$ cat src/sv/qre_pkg.sv
// ----------------------------------------------------------------------------
// qre_pkg
// shared widths, types and the arctangent table of the rotation error block
// ----------------------------------------------------------------------------
package qre_pkg;

  localparam int CompW   = 16;  // Q1.15 component
  localparam int ProdW   = 32;  // Q2.30 product
  localparam int DW      = 35;  // conjugate product component
  localparam int MagW    = 33;  // magnitude of a component
  localparam int ScW     = 30;  // scaled magnitude
  localparam int SqW     = 62;  // sum of three squares
  localparam int RootW   = 31;  // floor square root
  localparam int XW      = 36;  // cordic x and y
  localparam int ZW      = 33;  // cordic angle, radians * 2^30
  localparam int AngleW  = 15;
  localparam int AtanLen = 24;

  localparam logic [AngleW-1:0] AngleMax = 15'd25736;

  typedef logic signed [CompW-1:0] comp_t;

  typedef struct packed {
    comp_t w;
    comp_t x;
    comp_t y;
    comp_t z;
  } quat_t;

  // one item walking through the square root cells
  typedef struct packed {
    logic           deg;
    logic [ScW-1:0] m0;
    logic [SqW-1:0] rad;
    logic [SqW-1:0] root;
  } sqrt_data_t;

  // one item walking through the cordic cells
  typedef struct packed {
    logic                 deg;
    logic signed [XW-1:0] x;
    logic signed [XW-1:0] y;
    logic signed [ZW-1:0] z;
  } cordic_data_t;

  // atan(2^-i) * 2^30
  localparam logic signed [ZW-1:0] AtanTab [AtanLen] = '{
    33'sd843314856, 33'sd497837829, 33'sd263043836, 33'sd133525158,
    33'sd67021686,  33'sd33543515,  33'sd16775850,  33'sd8388437,
    33'sd4194282,   33'sd2097149,   33'sd1048575,   33'sd524287,
    33'sd262143,    33'sd131071,    33'sd65535,     33'sd32767,
    33'sd16383,     33'sd8191,      33'sd4095,      33'sd2047,
    33'sd1023,      33'sd511,       33'sd255,       33'sd127
  };

endpackage

$ cat src/sv/qre_cordic_cell.sv
// ----------------------------------------------------------------------------
// qre_cordic_cell
// one vectoring micro-rotation, shift and arctangent fixed per cell
// ----------------------------------------------------------------------------
module qre_cordic_cell #(
  parameter int I = 0
) (
  input  logic                  clk_i,
  input  logic                  rst_ni,
  input  logic                  up_vld_i,
  output logic                  up_rdy_o,
  input  qre_pkg::cordic_data_t up_data_i,
  output logic                  dn_vld_o,
  input  logic                  dn_rdy_i,
  output qre_pkg::cordic_data_t dn_data_o
);
  import qre_pkg::*;

  localparam logic signed [ZW-1:0] Atan = AtanTab[I];

  logic                 vld_q;
  logic                 en;
  cordic_data_t         data_q;
  cordic_data_t         data_d;
  logic signed [XW-1:0] xs;
  logic signed [XW-1:0] ys;

  assign en        = !vld_q || dn_rdy_i;
  assign up_rdy_o  = en;
  assign dn_vld_o  = vld_q;
  assign dn_data_o = data_q;

  always_comb begin
    // arithmetic shift rounds toward minus infinity
    xs     = up_data_i.x >>> I;
    ys     = up_data_i.y >>> I;
    data_d = up_data_i;
    if (!up_data_i.y[XW-1]) begin
      data_d.x = up_data_i.x + ys;
      data_d.y = up_data_i.y - xs;
      data_d.z = up_data_i.z + Atan;
    end else begin
      data_d.x = up_data_i.x - ys;
      data_d.y = up_data_i.y + xs;
      data_d.z = up_data_i.z - Atan;
    end
  end

  always_ff @(posedge clk_i or negedge rst_ni) begin
    if (!rst_ni) begin
      vld_q <= 1'b0;
    end else if (en) begin
      vld_q <= up_vld_i;
    end
  end

  always_ff @(posedge clk_i) begin
    if (en) begin
      data_q <= data_d;
    end
  end

endmodule

$ cat config.mk
export PLATFORM = sky130hd
export DESIGN_NAME = qre_cordic_cell
export DESIGN_NICKNAME = d
export VERILOG_FILES = /design/src/sv/qre_pkg.sv /design/src/sv/qre_cordic_cell.sv
export SDC_FILE = /design/constraint.sdc
export NUM_CORES = 1
export LEC_CHECK = 0
export ABC_AREA = 1
export ABC_CLOCK_PERIOD_IN_PS = 3940
export BUFFER_PORTS_ARGS = -buffer_cell sky130_fd_sc_hd__buf_2
export CAP_MARGIN = 10
export CORE_AREA = 2 2 157 159
export DETAILED_ROUTE_END_ITERATION = 10
export DIE_AREA = 0 0 159 161
export PLACE_DENSITY_LB_ADDON = 0.1
export SETUP_SLACK_MARGIN = 0.05
export SLEW_MARGIN = 20
export SYNTH_ARGS = -nofsm -noshare
export SYNTH_HDL_FRONTEND = slang
export SYNTH_SLANG_ARGS = --single-unit
$ cat constraint.sdc
create_clock -name clk_i -period 3.94 [get_ports clk_i]
set_clock_uncertainty 0.1 [all_clocks]
set_input_delay 0.591 -clock clk_i [delete_from_list [all_inputs] [get_ports clk_i]]
set_output_delay 0.591 -clock clk_i [all_outputs]
set_load 0.02 [all_outputs]
Yosys cells after proc, flatten, opt, wreduce, memory -nomap -nowiden --
Cells that the tools add are included.
Word-level totals: register bits 107, input bits 110, output and inout bits 108
Cells by class: reduce and logical (&&, ||, !) cells 2, add/sub/neg operators 5, multiplexer cells 1
Operators by type and width (number):
- two-way mux 105 bit | 1
- subtractor 36 bit | 2
- adder 36 bit | 1
- adder 33 x 31 -> 33 bit, second input constant | 1
- subtractor 33 x 31 -> 33 bit, second input constant | 1
- logical NOT 1 bit | 1
- logical OR 1 bit | 1

Longest topological paths before layout --
Gate-level depths: netlist of the first run.
word-level depth 2, gate-level depth with buffers 17

Worst setup path after synthesis of the first run --
No wires, ideal clock.
path type input -> output, start input port dn_rdy_i, end output port up_rdy_o, buffers on the path 0, stages 2, data required time 3.249 ns, path slack 0.274 ns, arrival 2.975 ns, path through inv_1 -> nand2_1
Between the ends: word-level cells in the longest chain between the ends 1
RTL lines:
- from (decl) | line qre_cordic_cell.sv:14 | input logic dn_rdy_i,
- logical OR 1 bit | line qre_cordic_cell.sv:28 | assign en = !vld_q || dn_rdy_i;
- to (decl) | line qre_cordic_cell.sv:11 | output logic up_rdy_o,
Every way passes these cells.

==> reports/qor.yml, run 1 <==
routing:
  avgViaCountPerCell: 5.507
  vias: 13930
  antenna_left: 0
  first_iter_violations: 1233
  drt_pre_antenna_iters: 5
  wl_um: 44200
  detail_route.wl_per_cell_um: 17.48
  drc: 0
final_layout:
  fillers: 2381
  fin_cells: 2529
  finalNetCount: 2451
  insertedDiodeCount: 0
  area_delta_synth_final_pct: 11.90
  drive_above_1_share_pct: 12.29
  fin_util_pct: 60.30
yosys:
  yosysWarnings: 0
  synth.area.mux_share_pct: 0
  ys_ff_latch: 106
  synth_top_area_cell: "edfxtp_1"
  yosysUniqueCellTypes: 41
  yosys-top-cells-area: "edfxtp_1 24%, nand2_1 18%, ha_1 13%"
  syn-num-nets: 2267
  synth_top_family_by_area: "simple AND/OR/NAND/NOR gates"
  synth_fa_ha_area_share_pct: 13.89
  synth-xor-area-share_pct: 3.595
  synth-compound-area-share_pct: 12.97
  synth_cells: 2016
  seq_area_frac_synth_pct: 24.61
  syn_area_mm2: 0.01291
  avgSynthCellArea_um2: 6.406
  synth_simple_gate_area_share_pct: 33.29
  netlist.area_leader.share_pct: 24.42
sta:
  fin_crit_ps: 2874
  setup_viol: 0
  slew_headroom_pct: 50.14
  min_period_over_period_pct: 72.95
  fmax_mhz: 347.9
  slew_viol_final: 0
  setup_slack_ps: 1066
  fin_tns_setup_ps: 0
  worstMarginPinSlew_ps: 746.8
  rsz0062_at_grt: "false"
  finalHoldViolCount: 0
critical_path:
  cp.required_ps: 3980
  startpoint_type: "primary input"
  slowest_delay_ps: 450
  crit_buf_inv: 2
  crit_family: "compound AO/OA/AOI/OAI gates"
  critPathSlowestCell: "ha_1"
  cpMostUsedCell: "nand2_1"
  crit_chain: "buf_2, inv_1, ha_1, a21oi_1, o21ai_0, a21oi_1, nand2_1, nand2_1, nand3_1, nand3_1, nand2_1"
  crit_type: "primary input to register"
  cp.arrival_ps: 2910
  endpoint_kind: "register"
  crit_path_max_fanout: 10
floorplanning:
  rows: 57
  start_util_pct: 53.89
  die_h_um: 161
  coreArea_mm2: 0.02396
  die_area_mm2: 0.02560
  die_w_um: 159
  ioPinCount: 218
worst_hold_path:
  hold_class: "primary input to register"
place:
  dp_hpwl_um: 36700
  dp.cells: 2512
  place_congestion: 0.9997
  portBuffers: 217
  preCtsSetupSlack_ps: 738.1
global_route:
  grt_pass1_vias: 13290
  grt_usage_pct: 33.87
  grt_pass1_wl_um: 68190
  antenna_found_initial: 0
  grt_max_degree: 51
  overflow: 0
clock_tree:
  cts.sinks: 106
  cts_max_level: 3
  clk_path_buf_depth: 2
  postCtsSetupBuffers: 0
  clkTransAtPathRegs_ps: 90
  root_buffer: "clkbuf_16"
  cts_tree: "yes"
  cts_buffers: 9
  clk_latency_ps: 370
pwr:
  p_per_area_mw_per_mm2: 320.3
  p_leak_nw: 7.716
  peakVddDrop_v: 0.0001946
job:
  maxCapViolations: 0
outcome:
  run_status: "complete, no violations"
kinds of logic after synthesis:
| logic type | after synthesis |
|---|---|
| and+or+nand+nor | 1040 |
| buffers and inverters | 364 |
| adders and majority gates | 141 |
| AOI/OAI and AO/OA | 312 |
| xor gates and xnor gates | 53 |
| DFF | 106 |
cell usage after synthesis (all sizes together):
cell type,count
nand2,625
inv,314
nor2,188
nand3,179
a21oi,155
ha,137
o21ai,110
edfxtp,105
xor2,49
buf,41
o21bai,19
nor3,15
nand4,12
clkbuf,9
o22ai,9
or2,7
and2,6
a21boi,5
a21o,5
o21a,5
fa,4
nand3b,4
nor4,4
xnor2,4
a31oi,3
dfrtp,1
o211ai,1
power breakdown:
group | leakage, nW | switching (W) | internal, W
sequential | 1.07 | 0.0000577 | 0.00148
combinational | 6.49 | 0.00145 | 0.000634
clock | 0.153 | 0.000546 | 0.000464
total | 7.72 | 0.00205 | 0.00258
per-layer routing:
metal | share of wire, % | vias to the layer above | wire length [µm] | track usage (%)
met5 | 0 | - | 0 | 0
met1 | 42 | 6319 | 18440 | 42.98
met3 | 8.0 | 108 | 3518 | 4.314
met2 | 46 | 645 | 20130 | 57.23
met4 | 4.8 | 0 | 2110 | 16.74
li1 | - | 6855 | - | -
registers in the layout (all words and copies together), names as in the netlist:
| register | count |
|---|---|
| dn_vld_o | 1 |
| dn_data_o | 105 |
path summary, 6_finish.rpt:
check,depth (start not counted),endpoint,startpoint,slack [ps]
hold reg to reg,2,dn_vld_o,dn_vld_o,810
hold / removal,1,dn_data_o[105],up_data_i[105],290
setup reg to reg,2,dn_data_o[78],dn_vld_o,2070
max in group asynchronous,2,dn_vld_o,rst_ni,3230
min in group asynchronous,2,dn_vld_o,rst_ni,430
setup / recovery,11,dn_data_o[104],up_data_i[51],1070
metrics by stage:
step | power [W] | cell area [µm²] | hold WS [ps]
5_1_grt | 0.004883 | 14450 | 281.6
3_3_place_gp | 0.003573 | 14130 | 265.5
3_5_place_dp | 0.003599 | 14130 | 266.2
2_1_floorplan | 0.002954 | 12910 | 195.4
6_report | 0.004628 | 14450 | 287.2
4_1_cts | 0.004588 | 14450 | 282.3
what timing repair did:
item,in CTS,in global routing
endpoints found under the hold margin,1,0
gates resized for setup,0,0
hold buffers,1,0
cell usage in the layout (no fill, tap or decap), types with 5 or more instances in the layout:
cell,instances
a21o_1,5
nor3_1,13
o22ai_1,9
o21ai_0,93
edfxtp_1,105
and2_1,6
buf_2,217
a21oi_1,154
nand4_1,12
nor2_1,176
xor2_1,49
o21a_1,5
clkbuf_16,9
ha_1,137
buf_4,5
inv_1,310
or2_2,5
o21ai_1,15
nand3_1,177
nor2_2,11
o21bai_1,19
nand2_1,620
layout make-up:
type,instances,area (µm²),share of cell area [%]
Inverter,314,1179,8.157
Multi-Input combinational cell,1546,8240,57.03
Timing Repair Buffer,223,1134,7.845
Clock buffer,9,225.2,1.559
Tap cell,324,405.4,2.805
Sequential cell,106,3178,21.99
Clock inverter,7,88.84,0.6148
Note: power is estimated with default switching activity, not from simulation.
==> run 2: changes to the inputs <==
--- a/config.mk
+++ b/config.mk
@@ -5,13 +5,13 @@
 export SDC_FILE = /design/constraint.sdc
 export NUM_CORES = 1
 export LEC_CHECK = 0
-export ABC_AREA = 1
-export ABC_CLOCK_PERIOD_IN_PS = 3940
+export ABC_AREA = 0
+export ABC_CLOCK_PERIOD_IN_PS = 2400
 export BUFFER_PORTS_ARGS = -buffer_cell sky130_fd_sc_hd__buf_2
 export CAP_MARGIN = 10
-export CORE_AREA = 2 2 157 159
+export CORE_AREA = 2 2 149 151
 export DETAILED_ROUTE_END_ITERATION = 10
-export DIE_AREA = 0 0 159 161
+export DIE_AREA = 0 0 151 153
 export PLACE_DENSITY_LB_ADDON = 0.1
 export SETUP_SLACK_MARGIN = 0.05
 export SLEW_MARGIN = 20
==> constraint.sdc (replaced) <==
create_clock -name clk_i -period 2.4 [get_ports clk_i]
set_clock_uncertainty 0.1 [all_clocks]
set_input_delay 0.36 -clock clk_i [delete_from_list [all_inputs] [get_ports clk_i]]
set_output_delay 0.36 -clock clk_i [all_outputs]
set_load 0.02 [all_outputs]
==> run 2 against run 1 <==
Net effect:
- the run now ends with negative setup slack left
- via count shrank 10%
- die area shrank 9.8%
- first-iteration DRC count shrank 35%
- final cell count shrank 13%
- combinational power grew 130%
- sequential share of layout area shrank 4.1 points
- critical endpoint is now dn_data_o[65]
==> reports/qor.yml, run 2 <==
outcome:
  run_status: "finished with violations"  # was complete, no violations
  failed_checks: "negative setup slack"
global_route:
  grt_pass1_wl_um: 62860  # was 68190 µm
  grt_usage_pct: 34.20  # was 33.87%
  antenna_found_initial: 1  # was 0
  overflow: 0  # unchanged
  grt_max_degree: 50  # was 51
  grt_pass1_vias: 12650  # was 13290
place:
  dp.cells: 2133  # was 2512
  portBuffers: 217  # unchanged
  place_congestion: 0.9983  # was 0.9997
  dp_hpwl_um: 31100  # was 36700 µm
yosys:
  yosysWarnings: 0  # unchanged
  yosysMostFrequentCell: "a21oi_1"  # was nand2_1
  syn-num-nets: 1529  # was 2267
  yosysUniqueCellTypes: 84  # was 41
  synth-edff-count: 105  # unchanged
  synth_cells: 1278  # was 2016
  ys_ff_latch: 106  # unchanged
  syn_area_mm2: 0.01102  # was 0.01291 mm²
  synth_common_cells: "152 x a21oi_1, 137 x ha_1, 119 x inv_1, 105 x edfxtp_1, 91 x nor2_1"  # was 621 x nand2_1, 311 x inv_1, 177 x nand3_1, 176 x nor2_1, 154 x a21oi_1
  yosys-top-cells-area: "edfxtp_1 29%, ha_1 16%, a21oi_1 6.9%"  # was edfxtp_1 24%, nand2_1 18%, ha_1 13%
  synth_top_area_cell: "edfxtp_1"  # unchanged
  avgSynthCellArea_um2: 8.624  # was 6.406 µm²
  synth_ff_type: "edfxtp_1"  # unchanged
  netlist.area_leader.share_pct: 28.61  # was 24.42%
  seq_area_frac_synth_pct: 28.83  # was 24.61%
  synthArstFlopShare_pct: 0.9434  # unchanged
final_layout:
  fin_cells: 2191  # was 2529
  layout_common_cells: "415 x buf_4, 206 x buf_2, 114 x a21oi_1, 105 x ha_1, 105 x edfxtp_1"  # was 620 x nand2_1, 310 x inv_1, 217 x buf_2, 177 x nand3_1, 176 x nor2_1
  area_delta_synth_final_pct: 61.28  # was 11.90%
  multi_input_area_mm2: 0.008606  # was 0.008240 mm²
  fin_util_pct: 82.73  # was 60.30%
  final_common_cell: "buf_4"  # was nand2_1
  regArea_mm2: 0.003178  # unchanged
  insertedDiodeCount: 0  # unchanged
  finalNetCount: 2157  # was 2451
  largest_register_ffs: 105  # unchanged
  fillers: 1340  # was 2381
  drive_above_1_share_pct: 48.87  # was 12.29%
floorplanning:
  die_h_um: 153  # was 161 µm
  die_area_mm2: 0.02310  # was 0.02560 mm²
  ioPinCount: 218  # unchanged
  coreArea_mm2: 0.02149  # was 0.02396 mm²
  die_w_um: 151  # was 159 µm
  start_util_pct: 51.30  # was 53.89%
  rows: 54  # was 57
critical_path:
  endpoint_kind: "register"  # unchanged
  crit_type: "primary input to register"  # unchanged
  crit_path_max_fanout: 3  # was 10
  slowest_delay_ps: 460  # was 450 ps
  critPathSlowestCell: "fa_2"  # was ha_1
  startpoint_type: "primary input"  # unchanged
  cp.required_ps: 2420  # was 3980 ps
  cp.arrival_ps: 2920  # was 2910 ps
  crit_chain: "buf_8, clkinvlp_4, fa_2, nor2_4, o211ai_1, a211oi_2, nor2_2, o31a_1, a221o_1, o21ai_2, a211oi_2, xnor2_1"  # was buf_2, inv_1, ha_1, a21oi_1, o21ai_0, a21oi_1, nand2_1, nand2_1, nand3_1, nand3_1, nand2_1
  cpMostUsedCell: "a211oi_2"  # was nand2_1
sta:
  slew_headroom_pct: 43.86  # was 50.14%
  worstMarginPinSlew_ps: 842.1  # was 746.8 ps
  finalHoldViolCount: 0  # unchanged
  setup_viol: 50  # was 0
  setup_slack_ps: -504.0  # was 1066 ps
  min_period_over_period_pct: 121.0
  fmax_mhz: 344.4
  rsz0062_at_grt: "true"  # was false
  slew_viol_final: 0  # unchanged
  fin_crit_ps: 2904
routing:
  drc: 0  # unchanged
  vias: 12530  # was 13930
  antenna_left: 0  # unchanged
  first_iter_violations: 796  # was 1233
  wl_um: 41860  # was 44200 µm
  drt_pre_antenna_iters: 6  # was 5
  detail_route.wl_per_cell_um: 19.11  # was 17.48 µm
  avgViaCountPerCell: 5.717  # was 5.507
worst_hold_path:
  hold_class: "primary input to register"  # unchanged
clock_tree:
  clk_path_buf_depth: 2  # unchanged
  cts_tree: "yes"  # unchanged
  root_buffer: "clkbuf_16"  # unchanged
  cts.sinks: 106  # unchanged
  clkTransAtPathRegs_ps: 80  # was 90 ps
  cts_max_level: 3  # unchanged
  clk_latency_ps: 370  # about the same
  cts_buffers: 9  # unchanged
pwr:
  p_leak_nw: 8.286  # was 7.716 nW
  p_total_w: 0.008902  # was 0.004628 W
  p_per_area_mw_per_mm2: 500.8  # was 320.3 mW/mm²
  peakVddDrop_v: 0.0003632  # was 0.0001946 V
job:
  maxCapViolations: 0  # unchanged
run 2: logic make-up (layout without fill, tap and decap cells):
logic type      count (synthesis)  in the layout  synth area share [%]
compound gates                447            447                 26.19
xor+xnor                       93             93                 7.390
fa+ha+maj                     141            141                 16.28
buf+inv                       182            815                 6.584
flops                         106            106                 28.83
mux                            15             15                 1.419
simple gates                  294            294                 13.30
run 2: worst max-delay path: cells and delay by family:
family | cells | cell delay [ps]
adders and majority gates | 1 | 460
buffers and inverters | 2 | 210
and+or+nand+nor | 2 | 230
xor gates and xnor gates | 1 | 160
AOI/OAI and AO/OA | 6 | 1490
run 2: worst paths after layout:
kind,to,slack [ps],start,cells after the start
max,dn_data_o[65],-500,up_data_i[34],12
min,dn_data_o[0],60,up_data_i[0],1
max reg2reg,dn_data_o[76],1010,dn_vld_o,2
min reg2reg,dn_data_o[32],660,dn_vld_o,1
max in group asynchronous,dn_vld_o,1900,rst_ni,2
min in group asynchronous,dn_vld_o,220,rst_ni,2
run 2: cell type report:
type                    instances  area share [%]
repair buffers                674           27.16
clock inverters                 6          0.3238
inverters                     125           2.970
well taps                     280           1.971
multi-input cells             990           48.41
clock buffers                  10           1.288
flip-flops and latches        106           17.88
run 2: layer usage:
| metal | part of all wire [%] | vias up | GRT usage, % |
|---|---|---|---|
| li1 | - | 5889 | - |
| met3 | 6.1 | 161 | 4.478 |
| met4 | 5.1 | 2 | 15.26 |
| met5 | 0.033 | - | 0 |
| met2 | 50 | 530 | 61.43 |
| met1 | 39 | 5943 | 40.22 |
run 2: timing repair:
action | CTS | global route
hold endpoints to repair | 1 | 0
setup endpoints to repair | 67 | 68
setup buffers | 26 | 23
resized for setup | 171 | 116
pin swaps | 91 | 108
hold buffers | 1 | 0
run 2: where the power goes:
| part | internal (W) | total, W | switching (W) |
|---|---|---|---|
| logic | 0.00218 | 0.00477 | 0.00260 |
| registers | 0.00249 | 0.00260 | 0.000107 |
| clock network | 0.000732 | 0.00153 | 0.000800 |
| total | 0.00540 | 0.00890 | 0.00350 |
run 2: metrics by stage:
step	worst slack, ps	instance area (µm²)	hold WS [ps]	TNS, ps
after CTS	-406.3	17100	56.47	-10720
final	-504.0	17780	62.72	-13690
after global routing	-569.0	17780	54.39	-17660
after floorplan	-503.3	11580	-35.59	-15470
after global placement	-876.4	15830	34.48	-42340
after detailed placement	-1005	15830	36.70	-45270
