--- config.mk ---
export PLATFORM = sky130hd
export DESIGN_NAME = qre_sqrt_cell
export DESIGN_NICKNAME = d
export VERILOG_FILES = /design/src/sv/qre_pkg.sv /design/src/sv/qre_sqrt_cell.sv
export SDC_FILE = /design/constraint.sdc
export NUM_CORES = 1
export LEC_CHECK = 0
export BUFFER_PORTS_ARGS = -buffer_cell sky130_fd_sc_hd__buf_4
export CAP_MARGIN = 20
export CORE_ASPECT_RATIO = 1.5
export CORE_MARGIN = 3
export CORE_UTILIZATION = 45
export DETAILED_ROUTE_END_ITERATION = 12
export PLACE_DENSITY_LB_ADDON = 0.25
export REMOVE_ABC_BUFFERS = 1
export SKIP_CTS_REPAIR_TIMING = 1
export SYNTH_ARGS = -nofsm -noshare
export SYNTH_HDL_FRONTEND = slang
export SYNTH_SLANG_ARGS = --single-unit
--- constraint.sdc ---
create_clock -name clk_i -period 11.35 [get_ports clk_i]
set_clock_uncertainty 0.1 [all_clocks]
set_input_delay 1.135 -clock clk_i [delete_from_list [all_inputs] [get_ports clk_i]]
set_output_delay 1.135 -clock clk_i [all_outputs]
set_load 0.02 [all_outputs]
--- src/sv/qre_pkg.sv ---
// ----------------------------------------------------------------------------
// qre_pkg
// shared widths, types and the arctangent table of the rotation error block
// ----------------------------------------------------------------------------
package qre_pkg;

  localparam int CompW   = 16;  // Q1.15 component
  localparam int ProdW   = 32;  // Q2.30 product
  localparam int DW      = 35;  // conjugate product component
  localparam int MagW    = 33;  // magnitude of a component
  localparam int ScW     = 30;  // scaled magnitude
  localparam int SqW     = 62;  // sum of three squares
  localparam int RootW   = 31;  // floor square root
  localparam int XW      = 36;  // cordic x and y
  localparam int ZW      = 33;  // cordic angle, radians * 2^30
  localparam int AngleW  = 15;
  localparam int AtanLen = 24;

  localparam logic [AngleW-1:0] AngleMax = 15'd25736;

  typedef logic signed [CompW-1:0] comp_t;

  typedef struct packed {
    comp_t w;
    comp_t x;
    comp_t y;
    comp_t z;
  } quat_t;

  // one item walking through the square root cells
  typedef struct packed {
    logic           deg;
    logic [ScW-1:0] m0;
    logic [SqW-1:0] rad;
    logic [SqW-1:0] root;
  } sqrt_data_t;

  // one item walking through the cordic cells
  typedef struct packed {
    logic                 deg;
    logic signed [XW-1:0] x;
    logic signed [XW-1:0] y;
    logic signed [ZW-1:0] z;
  } cordic_data_t;

  // atan(2^-i) * 2^30
  localparam logic signed [ZW-1:0] AtanTab [AtanLen] = '{
    33'sd843314856, 33'sd497837829, 33'sd263043836, 33'sd133525158,
    33'sd67021686,  33'sd33543515,  33'sd16775850,  33'sd8388437,
    33'sd4194282,   33'sd2097149,   33'sd1048575,   33'sd524287,
    33'sd262143,    33'sd131071,    33'sd65535,     33'sd32767,
    33'sd16383,     33'sd8191,      33'sd4095,      33'sd2047,
    33'sd1023,      33'sd511,       33'sd255,       33'sd127
  };

endpackage

--- src/sv/qre_sqrt_cell.sv ---
// ----------------------------------------------------------------------------
// qre_sqrt_cell
// one result bit of the floor square root, remainder and root held per cell
// ----------------------------------------------------------------------------
module qre_sqrt_cell #(
  parameter int K = 0
) (
  input  logic                clk_i,
  input  logic                rst_ni,
  input  logic                up_vld_i,
  output logic                up_rdy_o,
  input  qre_pkg::sqrt_data_t up_data_i,
  output logic                dn_vld_o,
  input  logic                dn_rdy_i,
  output qre_pkg::sqrt_data_t dn_data_o
);
  import qre_pkg::*;

  localparam logic [SqW-1:0] Bit = SqW'(1) << (2 * K);

  logic       vld_q;
  logic       en;
  sqrt_data_t data_q;
  sqrt_data_t data_d;
  logic [SqW:0] trial;

  assign en       = !vld_q || dn_rdy_i;
  assign up_rdy_o = en;
  assign dn_vld_o = vld_q;
  assign dn_data_o = data_q;

  always_comb begin
    data_d = up_data_i;
    trial  = {1'b0, up_data_i.root} + {1'b0, Bit};
    if ({1'b0, up_data_i.rad} >= trial) begin
      data_d.rad  = up_data_i.rad - trial[SqW-1:0];
      data_d.root = (up_data_i.root >> 1) + Bit;
    end else begin
      data_d.root = up_data_i.root >> 1;
    end
  end

  always_ff @(posedge clk_i or negedge rst_ni) begin
    if (!rst_ni) begin
      vld_q <= 1'b0;
    end else if (en) begin
      vld_q <= up_vld_i;
    end
  end

  always_ff @(posedge clk_i) begin
    if (en) begin
      data_q <= data_d;
    end
  end

endmodule

# Yosys cells after proc, flatten, opt, wreduce, memory -nomap -nowiden
# Index checks and enable logic that the tools add are counted.
# classes
bitwise_logic	0
n_reduce_logical	2
mul	0
eq_ne	0
div_mod_pow	0
addsub	3
muxes	2
shifts	0
order_cmp	1
# op_table
op	count
$add 62x1->63 const B	1
$ge 62x63->1	1
$add 61x1->62 const B	1
$mux 62	1
$sub 62x62->62	1
$mux 61	1
$logic_not 1->1	1
$logic_or 1x1->1	1
# word_totals
latch_bits	0
in_bits	159
regBits	156
rom_bits	0
output_inout_bits	157
memories	0
ram_bits	0
word_cells	14

# Depth between registers and ports, before layout
# Gate-level depths: netlist of run 1.
# depth
word_depth	3
mapped_depth	22
ltp_nobuf	19

# Least setup slack after synthesis of run 1
# No wires, ideal clock.
# synth_timing
path_type	input -> output
from	input dn_rdy_i
to	output up_rdy_o
path_slack_ps	5092
n_path_buf	0
cell_stages	1
required_time_ps	10115
arrival_time_ps	5023
cell_sequence	nand2b_1
# synth_via
elab_chain_len	1
# synth_lines
item	line	text
start, declared	qre_sqrt_cell.sv:14	input logic dn_rdy_i,
$logic_or 1x1->1	qre_sqrt_cell.sv:27	assign en = !vld_q || dn_rdy_i;
end, declared	qre_sqrt_cell.sv:11	output logic up_rdy_o,
# No other way between the ends.

==> impl_results.md, run 1 <==
- Antenna Nets Post-Route: 0
- Port Buffers: about 320
- CP delay by family, top: simple AND/OR/NAND/NOR gates
- Place WS: 3.088 ns
- Main flop type after synthesis: edfxtp_1
- GR Overflow Total: 0
- Max transition margin: 0.3255
- Vias per cell: 5.633
- Static leakage: about 6.0 nW
- Critical Path Start: up_data_i[2]
- Maximum capacitance violations: 0
- DRT Pass-1 Iters: 5
- Layout cells sized above 1: 0.2558
- DRT Wirelength: 38.24 mm
- Slowest stage delay, CP: 0.74 ns
- Outcome: finished, final reports clean
- Vias in the first global route: 10370
- # DRC: 0
- CTS tree: done
- # diodes: 0
- Crit end category: flip-flop
- Gr usage total: 0.2677
- Met2 Use GR: 0.4916
- Pin count of the biggest net entering global routing: 94
- Met3 Resource Use GR: 0.04834
- H-tree depth: 4
- Average wire per cell in the routed design: 20.73 µm
- Max IR drop VDD: 0.1601 mV
- Slew of the pin with the lowest slew margin: 1.012 ns
- Most common cell in the netlist: nand2_1
- Final net count: 1728
- Post-synth top area share: 0.4019
- Cell count after synthesis: 1227
- Post-synthesis sequential area ratio: 0.4041
- Core Area: roughly 0.025 mm²
- Synth top area cells: edfxtp_1 (40%), xnor2_1 (8.1%), ha_1 (6.9%)
- CP Buf/Inv Count: 2
- Final min period: 7.991 ns
- Synthesized area per cell: 9.439 µm²
- Global-route wire length before repair: 56.39 mm
- Finish-stage setup viols: 0
- Number of flops mapped to enable cells by yosys: 155
- Yosys warns: 0
- Non-Filler Instances: about 1800
- Skew-Pair Late Insertion Delay: 0.44 ns
- Area delta synth->final: 27.59%
- # IOs: 316
- Worst hold path class: in2async
- Maximum clock rate: 0.1251 GHz
- Initial antenna violation count: 0
- Grt met1 use: 0.2917
- Cell variety after synth: 76
- CTS max path bufs: 2
- Kind of critical path: in2reg
- Root Buffer: clkbuf_16
- Synth cell count leaders: nand2_1 (165), edfxtp_1 (155), xnor2_1 (107), nor2_1 (87), ha_1 (64)
- Biggest area consumer among synthesized cells: edfxtp_1
- Multi-input gate area: 0.006564 mm²
- Clk sinks: 156
- Initial Util: 0.4590
- Flops & latches, synth: 156
- Post-route clock period utilization: 0.7040
- Startpoint types: primary input
- Die height: 202.5 µm
- Top Usage Layer GRT: met2
- CTS Buf Count: 17
- DRT iter0 DRCs: roughly 670
- Final hold slack: 0.3589 ns
- Async S/R FF share, synth: 0.006410
- Cell chain of the critical path: buf_4 > ha_1 > nand3_1 > nor4_2 > and3_1 > nand2_1 > nor3_2 > nand4_1 > nor2_1 > xnor2_1 > ha_1 > nand2_1 > nor4_1 > nand3_1 > o41a_1 > a31o_4 > buf_4 > or3_1 > xnor2_1
- Setup_tns: 0 ns
- Final worst setup slack: 3.359 ns
- Dpl cells: between 1500 and 2000
- Hold Vio Cnt, Final: 0
- Seq. cell area: 0.004679 mm²
- Crit Reg-Reg Startpoint: dn_vld_o
- Slowest CP cell: nor4_2
- Mapped cell area: about 0.012 mm²
- Worst Path Arrival: between 8 and 9 ns
- Clock slew at reported path FFs: 0.06 ns
- CP required: 11.44 ns
- RSZ-0062 raised after global routing: false
- HPWL after DPL: 30.48 mm
- PD cells: 130.9 mW/mm²
- Filler cells: 2309
- Row count: 71
- CP Max Fanout: between 90 and 100
- Via count: 10390
- Routability-driven placement congestion ratio: about 0.95
- Die footprint: 0.02774 mm²
- Die Wd: 137.0 µm
- Final slew viol count: 0
[logic make-up (layout without fill, tap and decap cells)]
logic type,Yosys count,after routing,share of synthesized area
and+or+nand+nor,470,470,0.1984
AOI/OAI and AO/OA,278,278,0.1656
xor gates and xnor gates,170,170,0.1286
DFF,156,156,0.4041
buffers and inverters,87,377,0.03166
adders and majority gates,65,65,0.07087
muxes,1,1,0.0008643
[sequential cells by signal, indices dropped and copies added (netlist names)]
name / flops
dn_data_o: 155
dn_vld_o: 1
[placed cells by master (no fill, tap or decap), types with 20 or more instances in the layout]
master / netlist / layout
a21o_1: 44 / 44
a21oi_1: 58 / 58
buf_4: 1 / 321
edfxtp_1: 155 / 155
ha_1: 64 / 64
inv_1: 24 / 24
nand2_1: 165 / 165
nand3_1: 56 / 56
nand4_1: 47 / 47
nor2_1: 87 / 87
nor3_1: 20 / 20
o21ai_0: 29 / 29
o21ai_1: 49 / 49
xnor2_1: 107 / 107
xor2_1: 63 / 63
[final timing paths]
check / to / slack (ns) / cells after the start
setup / recovery: dn_data_o[8] / 3.36 / 19
max in group asynchronous: dn_vld_o / 10.71 / 1
hold reg to reg: dn_data_o[19] / 1.03 / 2
setup reg to reg: dn_data_o[148] / 8.31 / 4
hold / removal: dn_vld_o / 0.36 / 1
min in group clk_i: dn_data_o[139] / 0.77 / 1
[area by class of cell]
class	count	area share
clock inverters	15	0.01338
inverters	24	0.006097
flip-flops and latches	156	0.3167
clock buffers	17	0.02879
repair buffers	321	0.1631
multi-input cells	984	0.4442
well taps	328	0.02777
[routing by layer]
layer	vias up	wire length, µm
met4	0	1705
li1	5044	-
met1	4843	13810
met5	-	0
met2	425	20120
met3	81	2601
[metrics by stage]
stage               utilization  area (µm²)  power [mW]
finish                   0.5857       14780       1.935
global route             0.5857       14780       2.020
CTS                      0.5857       14780       1.946
detailed placement       0.5610       14150       1.329
global placement         0.5610       14150       1.324
floorplan                     -       11300       1.088
[power breakdown]
part	total [mW]	switching [mW]	internal (mW)
clock network	0.615	0.248	0.368
registers	0.730	0.0188	0.711
logic	0.589	0.352	0.237
No activity file was read; power rests on OpenSTA's default activity.
==> run 2: changes to the inputs <==
==> constraint.sdc (replaced) <==
create_clock -name clk_i -period 6.6 [get_ports clk_i]
set_clock_uncertainty 0.1 [all_clocks]
set_input_delay 0.66 -clock clk_i [delete_from_list [all_inputs] [get_ports clk_i]]
set_output_delay 0.66 -clock clk_i [all_outputs]
set_load 0.02 [all_outputs]
==> impl_results.md, run 2 (same netlist as run 1, synthesis figures left out) <==
- Outcome: finished, final reports clean
- # IOs: 316 (unchanged)
- Psw: 1.087 mW (+76%)
- Clock Power Share: 0.322 (+0.004)
- PD cells: 225.9 mW/mm² (+73%)
- Startpoint types: primary input
- Most common cell after layout, fill and taps aside: buf_4
- Slew of the pin with the lowest slew margin: 0.7452 ns (-0.2666 ns)
- Slowest CP cell: a31o_4
- Area delta synth->final: 28.71%
- Port Buffers: 315 (unchanged)
- Die footprint: 0.02774 mm² (unchanged)
- Crit end category: flip-flop
- Final net count: 1743 (+0.87%)
- CTS max path bufs: 2 (unchanged)
- Hold Vio Cnt, Final: 0 (unchanged)
- Slowest stage delay, CP: 0.65 ns (-0.09 ns)
- Setup_tns: 0 ns (unchanged)
- Worst Path Arrival: 6.14 ns (-1.94 ns)
- Routability-driven placement congestion ratio: 0.9616 (+1.7%)
- Layout Utilization: 0.5908 (+0.005108)
- Clock slew at reported path FFs: 0.07 ns (about the same)
- Global-route wire length before repair: 58.31 mm (+3.4%)
- Comb pwr share: 0.304 (about the same)
- Clk sinks: 156 (unchanged)
- Cell chain of the critical path: buf_4 > ha_1 > nand3_1 > nor3_1 > and3_1 > nand2_1 > nor2_1 > nand2_1 > xor2_1 > ha_1 > a21oi_2 > o21bai_1 > a2111o_1 > a221oi_4 > a2111oi_4 > o211ai_2 > a31o_4 > buf_4 > nor2_1 > xor2_1
- CTS Buf Count: 17 (unchanged)
- Internal: 2.280 mW (+73%)
- HPWL after DPL: 31.05 mm (+1.9%)
- Vias per cell: 5.723 (+1.6%)
- Gr usage total: 0.2751 (+0.007449)
- Maximum capacitance violations: 0 (unchanged)
- Vias in the first global route: 10670 (+2.9%)
- Worst hold path class: in2reg
- Initial antenna violation count: 0 (unchanged)
- CP Max Fanout: 48 (-48%)
- Commonest non-fill, non-tap cells in the layout: buf_4 (335), nand2_1 (165), edfxtp_1 (155)
- DRT Pass-1 Iters: 7 (+2)
- Layout cells sized above 1: 0.2624 (+0.006634)
- CTS tree: done
- Average wire per cell in the routed design: 20.85 µm (+0.60%)
- Static leakage: 6.095 nW (+1.3%)
- GR Overflow Total: 0 (unchanged)
- Kind of critical path: in2reg
- Finish-stage setup viols: 0 (unchanged)
- Antenna Nets Post-Route: 0 (unchanged)
- Initial Util: 0.4590 (unchanged)
- Die height: 202.5 µm (unchanged)
- Row count: 71 (unchanged)
- Die Wd: 137.0 µm (unchanged)
- Number of flip-flops under the largest register name: 155 (unchanged)
- # diodes: 0 (unchanged)
- # DRC: 0 (unchanged)
- Pin count of the biggest net entering global routing: 61 (-35%)
- Post-route clock period utilization: 0.9157
- Maximum clock rate: 0.1655 GHz
- Root Buffer: clkbuf_16
- CP Buf/Inv Count: 2 (unchanged)
- CP delay by family, top: compound AO/OA/AOI/OAI gates
- DRT Wirelength: 38.78 mm (+1.4%)
- Flop pwr share: 0.373 (-0.004)
- DRT iter0 DRCs: 652 (-3.1%)
- RSZ-0062 raised after global routing: false
- Final min period: 6.043 ns
- Max IR drop VDD: 0.1829 mV (+14%)
- Skew-Pair Late Insertion Delay: 0.44 ns (about the same)
- CP required: 6.69 ns (-4.75 ns)
- H-tree depth: 4 (unchanged)
- Core Area: 0.02523 mm² (unchanged)
- Switching fraction of total power: 0.3228 (+0.002948)
- Via count: 10650 (+2.4%)
- Final slew viol count: 0 (unchanged)
- Max transition margin: 0.5032 (+0.1777)
==> run 2: path summary, 6_finish.rpt <==
kind	startpoint	endpoint	slack [ns]	cells after the start
worst max-delay path	up_data_i[1]	dn_data_o[32]	0.56	20
worst min-delay path	up_data_i[141]	dn_data_o[141]	0.29	1
worst max register to register	dn_vld_o	dn_data_o[78]	4.69	2
worst min register to register	dn_vld_o	dn_vld_o	0.72	2
max in group asynchronous	rst_ni	dn_vld_o	5.89	2
min in group asynchronous	rst_ni	dn_vld_o	0.43	2
==> run 2: worst register-to-register path: stages, from the launching register on <==
cell and delay [ns]:
dfrtp_1 0.41, nand2b_4 0.32, buf_4 0.65
==> run 2: stage by stage <==
stage / power, mW / setup WS (ns) / instances / hold WS, ns / area, µm²
2_1_floorplan: 1.871 / 0.1921 / 1164 / 0.2644 / 11300
3_3_place_gp: 2.289 / 0.2976 / 1827 / 0.3350 / 14260
3_5_place_dp: 2.297 / 0.1995 / 1827 / 0.3358 / 14260
4_1_cts: 3.388 / 0.6469 / 1859 / -0.1381 / 14900
5_1_grt: 3.514 / 0.3104 / 1860 / 0.2685 / 14910
6_report: 3.367 / 0.5566 / 1860 / 0.2881 / 14910
==> run 2: power by group through the flow <==
stage	Sequential [mW]	Clock, mW	Combinational [mW]
floorplan	1.42	0	0.453
global placement	1.28	0	1.01
detailed placement	1.28	0	1.02
CTS	1.26	1.11	1.02
global route	1.27	1.14	1.11
finish	1.26	1.09	1.02
==> run 2: final cells by class <==
type	instances	area, µm²
flip-flops and latches	156	4679
well taps	328	410.4
inverters	24	90.09
fillers	2286	10320
repair buffers	336	2525
multi-input cells	984	6564
clock buffers	17	425.4
clock inverters	15	211.5
==> run 2: per-layer routing <==
metal | up-vias | global-route usage | share of wire
met4 | 0 | 0.1316 | 0.043
met2 | 444 | 0.4965 | 0.53
li1 | 5079 | - | -
met1 | 5018 | 0.3015 | 0.36
met3 | 104 | 0.05801 | 0.070
met5 | - | 0 | 0
==> run 3: changes to the inputs <==
--- a/config.mk
+++ b/config.mk
@@ -11,6 +11,7 @@
 export CORE_MARGIN = 3
 export CORE_UTILIZATION = 45
 export DETAILED_ROUTE_END_ITERATION = 12
+export MAX_ROUTING_LAYER = met4
 export PLACE_DENSITY_LB_ADDON = 0.25
 export REMOVE_ABC_BUFFERS = 1
 export SKIP_CTS_REPAIR_TIMING = 1
==> impl_results.md, run 3 (same netlist as run 1, synthesis figures left out) <==
- Filler cells: 2214 (-3.1%)
- Slew of the pin with the lowest slew margin: 0.7291 ns (-0.01608 ns)
- # diodes: 0 (unchanged)
- Layout cells sized above 1: 0.2611 (-0.001305)
- DRT Wirelength: 38.68 mm (-0.27%)
- Startpoint types: primary input
- Routability-driven placement congestion ratio: 0.9484 (-1.4%)
- Most common cell after layout, fill and taps aside: buf_4
- Die height: 202.5 µm (unchanged)
- Outcome: finished, final reports clean
- DRT iter0 DRCs: 723 (+11%)
- Vias in the first global route: 10630 (-0.39%)
- Place WS: 0.2002 ns (+0.0006720 ns)
- CP required: 6.68 ns (about the same)
- Maximum clock rate: 0.1678 GHz (+1.4%)
- Core Area: 0.02523 mm² (unchanged)
- Max transition margin: 0.5094 (+0.006235)
- CTS tree: done
- Max IR drop VDD: 0.1890 mV (+3.3%)
- H-tree depth: 4 (unchanged)
- CP Max Fanout: 50 (+4.2%)
- # DRC: 0 (unchanged)
- CTS Buf Count: 17 (unchanged)
- Final net count: 1743 (unchanged)
- Finish-stage setup viols: 0 (unchanged)
- Worst hold path class: in2reg
- Clk sinks: 156 (unchanged)
- Worst Path Arrival: 6.04 ns (-0.10 ns)
- # IOs: 316 (unchanged)
- Pin count of the biggest net entering global routing: 61 (unchanged)
- Clock slew at reported path FFs: 0.06 ns (about the same)
- DRT Pass-1 Iters: 5 (-2)
- CP Buf/Inv Count: 2 (unchanged)
- Vias per cell: 5.679 (-0.77%)
- Setup_tns: 0 ns (unchanged)
- Die footprint: 0.02774 mm² (unchanged)
- Post-route clock period utilization: 0.9032 (-0.01249)
- Global-route wire length before repair: 58.51 mm (+0.36%)
- Final slew viol count: 0 (unchanged)
- Static leakage: 6.090 nW (about the same)
- Number of flip-flops under the largest register name: 155 (unchanged)
- CP delay by family, top: compound AO/OA/AOI/OAI gates
- Area delta synth->final: 28.78% (about the same)
- Hold depth: 1 (unchanged)
- Antenna Nets Post-Route: 0 (unchanged)
- Worst Min Path Start: up_data_i[141]
- Layout Utilization: 0.5912 (about the same)
- Kind of critical path: in2reg
- Row count: 71 (unchanged)
- GR Overflow Total: 0 (unchanged)
- Via count: 10560 (-0.77%)
- Final worst setup slack: 0.6391 ns (+0.08245 ns)
- Skew-Pair Late Insertion Delay: 0.44 ns (about the same)
- Slowest CP cell: a31o_4
- RSZ-0062 raised after global routing: false
- Final min period: 5.961 ns (-0.08245 ns)
- Die Wd: 137.0 µm (unchanged)
- Seq. cell area: 0.004679 mm² (unchanged)
- Commonest non-fill, non-tap cells in the layout: buf_4 (333), nand2_1 (165), edfxtp_1 (155)
- Cell chain of the critical path: buf_4 > ha_1 > nand3_1 > nor3_1 > and3_1 > nand2_1 > nor2_1 > nand2_1 > xor2_1 > ha_1 > a21oi_2 > o21bai_1 > a2111o_1 > a221oi_4 > a2111oi_4 > o211ai_2 > a31o_4 > buf_4 > nor3_2 > xor2_1
- Average wire per cell in the routed design: 20.79 µm (-0.27%)
- Slowest stage delay, CP: 0.68 ns (+0.03 ns)
- Maximum capacitance violations: 0 (unchanged)
- CTS max path bufs: 2 (unchanged)
- R2R Path End: dn_data_o[79]
- Crit Reg-Reg Startpoint: dn_vld_o
- Hold Vio Cnt, Final: 0 (unchanged)
- PD cells: 223.9 mW/mm² (-0.86%)
- Hold EP: dn_data_o[141]
- Crit end category: flip-flop
- Multi-input gate area: 0.006564 mm² (unchanged)
- Port Buffers: 315 (unchanged)
- Initial antenna violation count: 0 (unchanged)
- Initial Util: 0.4590 (unchanged)
- R2R cell count: 2 (unchanged)
- HPWL after DPL: 31.07 mm (about the same)
- Gr usage total: 0.2840 (+0.008878)
- Flop-to-flop setup slack: 4.68 ns (about the same)
- Root Buffer: clkbuf_16
run 3: changes by cell type in the layout (fill, tap and decap cells not counted):
cell	before	now
buf_4	335	333
inv_8	2	0
clkinvlp_4	1	2
buf_12	0	2
clkinv_1	1	3
inv_6	3	2
run 3: worst max path at each step:
stage	from	slack, ns	cells after the start	end
final	up_data_i[2]	0.64	20	dn_data_o[41]
after global routing	up_data_i[2]	0.31	20	dn_data_o[41]
after CTS	up_data_i[2]	0.64	20	dn_data_o[41]
after detailed placement	up_data_i[2]	0.20	20	dn_data_o[41]
after global placement	up_data_i[2]	0.30	20	dn_data_o[41]
after floorplan	up_data_i[1]	0.19	17	dn_data_o[14]
run 3: final cells by class:
type	instances	area share
Clock buffer	17	0.02852
Clock inverter	15	0.01309
Inverter	24	0.006040
Multi-Input combinational cell	984	0.4401
Sequential cell	156	0.3138
Tap cell	328	0.02752
Timing Repair Buffer	336	0.1710
run 3: through the flow:
step,instance area (µm²),hold slack (ns),total power [mW],std cells
finish,14910,0.2966,3.340,1860
global route,14910,0.2791,3.490,1860
CTS,14900,-0.1346,3.353,1859
detailed placement,14280,0.3358,2.304,1827
global placement,14280,0.3349,2.297,1827
floorplan,11300,0.2644,1.871,1164
run 3: metal layers:
layer,part of all wire,vias up,track usage
li1,-,5083,-
met1,0.36,4952,0.3038
met2,0.53,427,0.5065
met3,0.068,101,0.04636
met4,0.046,0,0.1295
met5,0,-,-
run 3: power by group:
group	internal (mW)	switching, mW
clock	0.632	0.421
sequential	1.22	0.0331
combinational	0.418	0.612
total	2.27	1.07
